$ cat src/rtl/u8vc_pkg.sv
`default_nettype none
// ----------------------------------------------------------------------------
// u8vc_pkg: shared types and constants for the UTF-8 validate/count core
// Item and result structs, byte class constants and continuation rule codes.
// ----------------------------------------------------------------------------
package u8vc_pkg;

  // Input item: one string byte (or none) plus end-of-string flag
  typedef struct packed {
    logic       has_byte;
    logic [7:0] data_byte;
    logic       last;
  } in_item_t;

  // Result item: well-formed flag and code point count
  typedef struct packed {
    logic        valid_res;
    logic [12:0] codepoint_count;
  } res_item_t;

  localparam int unsigned CNT_OUT_W = 13;

  // Rule for the first continuation byte after a lead byte
  localparam logic [1:0] RULE_NONE = 2'd0;  // plain 80..BF
  localparam logic [1:0] RULE_E0   = 2'd1;  // needs A0..BF
  localparam logic [1:0] RULE_F0   = 2'd2;  // needs 90..BF
  localparam logic [1:0] RULE_F4   = 2'd3;  // needs 80..8F

  // Byte boundaries
  localparam logic [7:0] BYTE_ASCII_END = 8'h80;
  localparam logic [7:0] BYTE_LEAD2_MIN = 8'hC2;
  localparam logic [7:0] BYTE_LEAD3     = 8'hE0;
  localparam logic [7:0] BYTE_LEAD4     = 8'hF0;
  localparam logic [7:0] BYTE_LEAD4_MAX = 8'hF4;
  localparam logic [7:0] BYTE_E0_CONT   = 8'hA0;
  localparam logic [7:0] BYTE_F0_CONT   = 8'h90;
  localparam logic [7:0] BYTE_F4_CONT   = 8'h8F;

endpackage : u8vc_pkg
`default_nettype wire

$ cat src/rtl/utf8_validate_count_core.sv
`default_nettype none
// ----------------------------------------------------------------------------
// utf8_validate_count_core: streaming UTF-8 validator and code point counter
// Checks a byte stream for well-formed UTF-8 and counts code points,
// giving one result per string on the item that carries last.
// ----------------------------------------------------------------------------
// The core takes one item per clock cycle with no gaps: an accepted item is
// held in an input register and decoded by a single short stage that updates
// the sequence state and, for the final item of a string, loads the result
// register. The result register loads when the final item leaves the input
// register, so the result is offered from the result register behind it.
// The input side stalls only while the input register holds a final item and
// the result register still holds an untaken result. Invalid strings give
// valid_res = 0 with a zero count; the count saturates at MAX_LEN and the
// output carries its low 13 bits. Surrogates are not rejected.
module utf8_validate_count_core #(
  parameter int unsigned MAX_LEN = 4096
) (
  input  wire                        clk,
  input  wire                        rst,
  // item channel
  input  wire                        item_valid,
  output logic                       item_stall,
  input  wire u8vc_pkg::in_item_t    item,
  // result channel
  output logic                       result_valid,
  input  wire                        result_stall,
  output u8vc_pkg::res_item_t        result
);

  import u8vc_pkg::*;

  localparam int unsigned CNT_W = $clog2(MAX_LEN + 1);
  localparam logic [CNT_W-1:0] MAX_CNT = CNT_W'(MAX_LEN);

  // Input register
  logic     s1_valid;
  in_item_t s1_item;

  // Sequence state
  logic [1:0]       bytes_pending,   bytes_pending_next;
  logic [1:0]       first_cont_rule, first_cont_rule_next;
  logic             error_seen,      error_seen_next;
  logic [CNT_W-1:0] running_count,   running_count_next;

  // Decode intermediates
  logic             cont_ok;
  logic             count_inc;
  logic [CNT_W-1:0] count_sat;
  logic             str_ok;
  logic [CNT_W+CNT_OUT_W-1:0] count_ext;

  // Handshake
  logic out_free;
  logic s1_fire;
  logic item_take;

  assign out_free   = !result_valid || !result_stall;
  assign s1_fire    = s1_valid && (!s1_item.last || out_free);
  assign item_stall = s1_valid && !s1_fire;
  assign item_take  = item_valid && !item_stall;

  // Input register load
  always_ff @(posedge clk) begin
    if (rst) begin
      s1_valid <= 1'b0;
    end else if (item_take) begin
      s1_valid <= 1'b1;
    end else if (s1_fire) begin
      s1_valid <= 1'b0;
    end
  end

  always_ff @(posedge clk) begin
    if (item_take) begin
      s1_item <= item;
    end
  end

  // Byte decode and state update
  always_comb begin
    bytes_pending_next   = bytes_pending;
    first_cont_rule_next = first_cont_rule;
    error_seen_next      = error_seen;
    count_inc            = 1'b0;
    cont_ok              = (s1_item.data_byte[7:6] == 2'b10);

    unique case (first_cont_rule)
      RULE_E0: if (s1_item.data_byte < BYTE_E0_CONT) cont_ok = 1'b0;
      RULE_F0: if (s1_item.data_byte < BYTE_F0_CONT) cont_ok = 1'b0;
      RULE_F4: if (s1_item.data_byte > BYTE_F4_CONT) cont_ok = 1'b0;
      default: ;
    endcase

    if (s1_item.has_byte && !error_seen) begin
      first_cont_rule_next = RULE_NONE;
      if (bytes_pending == 2'd0) begin
        // lead byte
        priority if (s1_item.data_byte < BYTE_ASCII_END) begin
          count_inc = 1'b1;
        end else if (s1_item.data_byte >= BYTE_LEAD2_MIN &&
                     s1_item.data_byte < BYTE_LEAD3) begin
          bytes_pending_next = 2'd1;
        end else if (s1_item.data_byte[7:4] == BYTE_LEAD3[7:4]) begin
          bytes_pending_next = 2'd2;
          if (s1_item.data_byte == BYTE_LEAD3) first_cont_rule_next = RULE_E0;
        end else if (s1_item.data_byte[7:3] == BYTE_LEAD4[7:3] &&
                     s1_item.data_byte <= BYTE_LEAD4_MAX) begin
          bytes_pending_next = 2'd3;
          if (s1_item.data_byte == BYTE_LEAD4) begin
            first_cont_rule_next = RULE_F0;
          end else if (s1_item.data_byte == BYTE_LEAD4_MAX) begin
            first_cont_rule_next = RULE_F4;
          end
        end else begin
          error_seen_next = 1'b1;
        end
      end else begin
        // continuation byte
        if (!cont_ok) begin
          error_seen_next    = 1'b1;
          bytes_pending_next = 2'd0;
        end else begin
          bytes_pending_next = bytes_pending - 2'd1;
          count_inc          = (bytes_pending == 2'd1);
        end
      end
    end

    count_sat = running_count;
    if (count_inc && running_count < MAX_CNT) count_sat = running_count + CNT_W'(1);
    running_count_next = count_sat;

    str_ok    = !error_seen_next && (bytes_pending_next == 2'd0);
    count_ext = {{CNT_OUT_W{1'b0}}, count_sat};
  end

  // State registers: cleared at end of string
  always_ff @(posedge clk) begin
    if (rst) begin
      bytes_pending   <= 2'd0;
      first_cont_rule <= RULE_NONE;
      error_seen      <= 1'b0;
      running_count   <= '0;
    end else if (s1_fire) begin
      if (s1_item.last) begin
        bytes_pending   <= 2'd0;
        first_cont_rule <= RULE_NONE;
        error_seen      <= 1'b0;
        running_count   <= '0;
      end else begin
        bytes_pending   <= bytes_pending_next;
        first_cont_rule <= first_cont_rule_next;
        error_seen      <= error_seen_next;
        running_count   <= running_count_next;
      end
    end
  end

  // Result register
  always_ff @(posedge clk) begin
    if (rst) begin
      result_valid <= 1'b0;
    end else if (s1_fire && s1_item.last) begin
      result_valid <= 1'b1;
    end else if (!result_stall) begin
      result_valid <= 1'b0;
    end
  end

  always_ff @(posedge clk) begin
    if (s1_fire && s1_item.last) begin
      result.valid_res       <= str_ok;
      result.codepoint_count <= str_ok ? count_ext[CNT_OUT_W-1:0] : '0;
    end
  end

  // Checks
  a_err_no_pending: assert property (@(posedge clk) disable iff (rst)
    error_seen |-> (bytes_pending == 2'd0))
    else $error("pending bytes while error is set");

  a_rule_has_pending: assert property (@(posedge clk) disable iff (rst)
    (first_cont_rule != RULE_NONE) |-> (bytes_pending == 2'd2 || bytes_pending == 2'd3))
    else $error("continuation rule without a pending sequence");

  a_count_sat: assert property (@(posedge clk) disable iff (rst)
    running_count <= MAX_CNT)
    else $error("code point count beyond saturation");

  a_bad_zero: assert property (@(posedge clk) disable iff (rst)
    (result_valid && !result.valid_res) |-> (result.codepoint_count == '0))
    else $error("invalid result with nonzero count");

  a_last_held: assert property (@(posedge clk) disable iff (rst)
    (s1_valid && s1_item.last && result_valid && result_stall) |=> s1_valid)
    else $error("final item dropped while result stalled");

endmodule : utf8_validate_count_core
`default_nettype wire

$ cat config.mk
export PLATFORM = sky130hd
export DESIGN_NAME = utf8_validate_count_core
export DESIGN_NICKNAME = d
export VERILOG_FILES = /design/src/rtl/u8vc_pkg.sv /design/src/rtl/utf8_validate_count_core.sv
export SDC_FILE = /design/constraint.sdc
export NUM_CORES = 1
export LEC_CHECK = 0
export BUFFER_PORTS_ARGS = -buffer_cell sky130_fd_sc_hd__buf_2
export CORE_MARGIN = 1
export CORE_UTILIZATION = 33
export CTS_BUF_LIST = sky130_fd_sc_hd__clkbuf_16
export DETAILED_ROUTE_END_ITERATION = 10
export PLACE_DENSITY = 0.57
export SETUP_SLACK_MARGIN = 0.02
export SLEW_MARGIN = 20
export SYNTH_ARGS = -nofsm -noshare
export SYNTH_HDL_FRONTEND = slang
export SYNTH_SLANG_ARGS = --single-unit
$ cat constraint.sdc
create_clock -name clk -period 2 [get_ports clk]
set_input_delay 0.2 -clock clk [delete_from_list [all_inputs] [get_ports clk]]
set_output_delay 0.2 -clock clk [all_outputs]
set_load 0.01 [all_outputs]
==> impl_metrics.prom <==
# TYPE chip_impl_metric gauge
chip_impl_info{name="worst_path_max_delay_cell",value="or4_4"} 1
chip_impl_metric{name="finalCoreUtilization",unit=""} 0.463
chip_impl_metric{name="hpwl",unit="microns"} 4370
chip_impl_metric{name="placementRows",unit=""} 31
chip_impl_metric{name="drive_gt1_frac",unit=""} 0.368
chip_impl_info{name="start_kind",value="flip-flop"} 1
chip_impl_metric{name="vdd_drop_max",unit="mV"} 0.354
chip_impl_metric{name="first_global_vias",unit=""} 2087
chip_impl_info{name="endpoint_kind",value="flip-flop"} 1
chip_impl_metric{name="gpl.final_weighted_congestion",unit=""} 0.850
chip_impl_info{name="failed_checks",value="setup timing"} 1
chip_impl_metric{name="io_pins",unit=""} 30
chip_impl_metric{name="timing.slew.headroom",unit=""} 0.699
chip_impl_metric{name="placedCellCount",unit=""} 410
chip_impl_info{name="run_status",value="finished with violations"} 1
chip_impl_metric{name="total_clock_buffers_created_by_cts",unit=""} 5
chip_impl_metric{name="share_seq_of_total_power",unit=""} 0.486
chip_impl_metric{name="setup_viol_count_final",unit=""} 15
chip_impl_metric{name="asyncSetResetFlopFracSynth",unit=""} 0
chip_impl_metric{name="total_routing_usage_reported_by_global_routing",unit=""} 0.171
chip_impl_info{name="worstHoldPathType",value="input pin to flip-flop"} 1
chip_impl_metric{name="final_design_area_no_fill",unit="sq um"} 3360
chip_impl_info{name="worst_min_delay_path_endpoint",value="s1_item[1]$_DFFE_PP_"} 1
chip_impl_metric{name="synthesis.area",unit="sq um"} 2480
chip_impl_metric{name="clockPowerShare",unit=""} 0.393
chip_impl_metric{name="p_total",unit="mW"} 2.08
chip_impl_metric{name="achievable-frequency",unit="GHz"} 0.482
chip_impl_metric{name="clk-insertion-delay-late",unit="ps"} 290
chip_impl_metric{name="post_cts_hold_buffer_count",unit=""} 0
chip_impl_metric{name="wl_per_cell",unit="microns"} 15.0
chip_impl_metric{name="final.fill_count",unit=""} 689
chip_impl_metric{name="yosys_register_bits",unit=""} 44
chip_impl_info{name="critical_path.reg2reg.endpoint",value="result[11]$_SDFFCE_PN0P_"} 1
chip_impl_metric{name="initial_antenna_violation_count",unit=""} 0
chip_impl_info{name="primary_ff_master_synth",value="edfxtp_1"} 1
chip_impl_metric{name="worstPathRequired",unit="ps"} 2130
chip_impl_metric{name="grt_first_pass_wirelength",unit="microns"} 10100
chip_impl_metric{name="yosysUniqueCellTypes",unit=""} 57
chip_impl_metric{name="rr_worst_depth",unit=""} 6
chip_impl_metric{name="timing.final.ws_setup",unit="ps"} -74.4
chip_impl_metric{name="worstPathArrival",unit="ps"} 2200
chip_impl_metric{name="clk_transition_reported_paths",unit="ps"} 70
chip_impl_metric{name="cts_max_level",unit=""} 2
chip_impl_metric{name="intPower",unit="mW"} 1.56
chip_impl_info{name="cts_root_buffer",value="clkbuf_16"} 1
chip_impl_metric{name="ant_nets",unit=""} 0
chip_impl_metric{name="synthesis.yosys.warnings",unit=""} 0
chip_impl_metric{name="critPathMaxFanout",unit=""} 6
chip_impl_info{name="tritoncts",value="built"} 1
chip_impl_info{name="critical_path.cell_chain",value="o211ai_1 -> nand2_1 -> o31a_1 -> buf_12 -> or4_4 -> a211oi_2"} 1
chip_impl_info{name="reg2reg_from",value="s1_item[5]$_DFFE_PP_"} 1
chip_impl_metric{name="syn-instance-count",unit=""} 250
chip_impl_metric{name="number_of_enable_flip_flop_cells_after_synthesis",unit=""} 24
chip_impl_info{name="unrepaired_setup_endpoints_after_global_routing",value="true"} 1
chip_impl_metric{name="register_area_share_after_synthesis",unit=""} 0.452
chip_impl_metric{name="grt_start_max_net_pins",unit=""} 19
chip_impl_metric{name="dp_slack",unit="ps"} -139
chip_impl_metric{name="die_area",unit="sq um"} 7870
chip_impl_info{name="min_from",value="item[1]"} 1
chip_impl_metric{name="finish.net_count",unit=""} 342
chip_impl_metric{name="timing_worst_slew_pin_value",unit="ps"} 447
chip_impl_metric{name="port_buffers",unit=""} 29
chip_impl_metric{name="post_drt_via_cell_ratio",unit=""} 5.32
chip_impl_metric{name="cap_violations",unit=""} 0
chip_impl_info{name="setup.worst_path.class",value="flip-flop to flip-flop"} 1
chip_impl_metric{name="core-area",unit="sq um"} 7250
chip_impl_metric{name="timing_max_transition_violations_final",unit=""} 0
chip_impl_metric{name="worst_path_largest_cell_delay",unit="ps"} 470
chip_impl_metric{name="cts_sinks",unit=""} 44
chip_impl_metric{name="floorplan.initialDensity",unit=""} 0.342
chip_impl_metric{name="syn_area_per_cell",unit="sq um"} 9.93
chip_impl_metric{name="post_layout_nonfiller_instances",unit=""} 425
chip_impl_metric{name="swShare",unit=""} 0.247
chip_impl_metric{name="areaGrowthSynthToFinish",unit="%"} 35.4
chip_impl_metric{name="fin_crit_sh",unit=""} 1.04
chip_impl_metric{name="post_syn_nets",unit=""} 267
chip_impl_metric{name="antenna_cells_inserted",unit=""} 0
chip_impl_metric{name="dr.pass1.iters",unit=""} 4
chip_impl_metric{name="number_of_vias_after_detailed_routing",unit=""} 2259
chip_impl_metric{name="dieHeight",unit="microns"} 88.7
chip_impl_metric{name="grt-ovfl-total",unit=""} 0
chip_impl_metric{name="fin_setup_tns",unit="ps"} -468
chip_impl_metric{name="initial_drt_markers",unit=""} 114
chip_impl_metric{name="hold_slack",unit="ps"} 89.6
chip_impl_metric{name="wl",unit="microns"} 6360
chip_impl_metric{name="clock_skew",unit="ps"} 6.81
chip_impl_metric{name="p_leak",unit="nW"} 1.19
chip_impl_metric{name="p_comb_frac",unit=""} 0.120
chip_impl_metric{name="die-width",unit="microns"} 88.7
chip_impl_metric{name="placedInstanceArea",unit="sq um"} 3060
chip_impl_metric{name="timing.reg2reg.setup_slack",unit="ps"} -70
chip_impl_metric{name="post-route-drc-count",unit=""} 0
chip_impl_metric{name="cts-root-to-sink-buffers",unit=""} 2
chip_impl_metric{name="report.final.hold_viol_count",unit=""} 0
chip_impl_metric{name="final_period_minus_worst_setup_slack",unit="ps"} 2070
chip_impl_metric{name="cellPowerDensity",unit="nW/um^2"} 618
chip_impl_metric{name="holdPathStages",unit=""} 1
chip_impl_metric{name="p_switching",unit="mW"} 0.514
## power groups by stage
stage / clock network (mW) / registers [mW] / logic (mW)
after global placement: 0 / 1.03 / 0.236
after detailed placement: 0 / 1.03 / 0.240
after floorplan: 0 / 1.04 / 0.131
final: 0.817 / 1.01 / 0.250
after global routing: 0.881 / 1.01 / 0.272
after CTS: 0.834 / 1.01 / 0.248
## worst max-delay path by stage
stage,to,slack (ps),from
after floorplan,result[6]$_SDFFCE_PN0P_,-40,s1_item[4]$_DFFE_PP_
after global placement,result[0]$_SDFFCE_PN0P_,-80,s1_item[4]$_DFFE_PP_
after detailed placement,result[2]$_SDFFCE_PN0P_,-140,s1_item[4]$_DFFE_PP_
after CTS,result[1]$_SDFFCE_PN0P_,-120,s1_item[4]$_DFFE_PP_
after global routing,result[3]$_SDFFCE_PN0P_,-170,s1_item[5]$_DFFE_PP_
final,result[11]$_SDFFCE_PN0P_,-70,s1_item[5]$_DFFE_PP_
## critical path: cells and delay by family (launching register included)
| kind | cells | cell delay, ps |
|---|---|---|
| AO/OA/AOI/OAI | 3 | 750 |
| buffers and inverters | 1 | 150 |
| flip-flops | 1 | 430 |
| AND/OR/NAND/NOR | 2 | 580 |
## cell usage in the layout (no fill, tap or decap), types with 5 or more instances in the layout
cell type / instances
or3_1: 8
nand3b_1: 6
nand3_1: 10
nor3_1: 15
a31oi_1: 8
nor2_1: 13
nand2b_1: 7
nand2_1: 16
a21oi_1: 5
buf_4: 41
a211oi_2: 11
edfxtp_1: 24
buf_2: 29
dfxtp_1: 19
o21ai_0: 18
clkbuf_16: 5
inv_1: 8
## cell families after synthesis
| kind of cell | share of synthesized area |
|---|---|
| DFF | 0.452 |
| buffers and inverters | 0.0373 |
| AOI/OAI and AO/OA | 0.245 |
| and+or+nand+nor | 0.247 |
| adders and majority gates | 0.0151 |
| xor gates and xnor gates | 0.00353 |
## flip-flops by register name, indices dropped and copies added (netlist names)
signal / count
result: 14
running_count: 13
s1_item: 10
bytes_pending: 2
first_cont_rule: 2
error_seen: 1
result_valid: 1
s1_valid: 1
## synthesized netlist by cell type (4+ instances only)
master | number | area share
nor2_1 | 13 | 0.020
or4_1 | 4 | 0.012
inv_1 | 9 | 0.014
nand4_1 | 4 | 0.010
or3_1 | 11 | 0.028
a21oi_1 | 5 | 0.010
a211oi_2 | 8 | 0.040
nand3b_1 | 6 | 0.018
nand2_1 | 17 | 0.026
dfxtp_1 | 20 | 0.16
nand2b_1 | 7 | 0.018
clkbuf_1 | 5 | 0.0076
nand3_1 | 10 | 0.020
edfxtp_1 | 24 | 0.29
o31a_1 | 4 | 0.014
a31oi_1 | 8 | 0.020
o21ai_0 | 18 | 0.036
a211oi_1 | 4 | 0.012
nor3_1 | 15 | 0.030
o211ai_1 | 4 | 0.012
o31ai_1 | 6 | 0.018
## area by class of cell
type	count	area, sq um	share of cell area
clock inverter	3	21.3	0.00633
tap	99	124	0.0369
timing repair buffer	78	586	0.174
clock buffer	5	125	0.0372
sequential	44	1120	0.335
inverter	9	33.8	0.0101
multi-input combinational	187	1350	0.401
## repair_timing
action | 4_1_cts | 5_1_grt
endpoints found under the setup margin | 14 | 21
resized for setup | 8 | 16
pin swaps | 3 | 12
setup buffers | 5 | 2
cloned | 1 | 0
## routing by layer
metal	up-vias	wire [microns]	GRT usage
met5	-	0	0
met4	0	112	0.0630
met3	11	332	0.0289
met2	73	2990	0.282
met1	1036	2930	0.225
li1	1139	-	-
(Power assumes the default switching activity.)
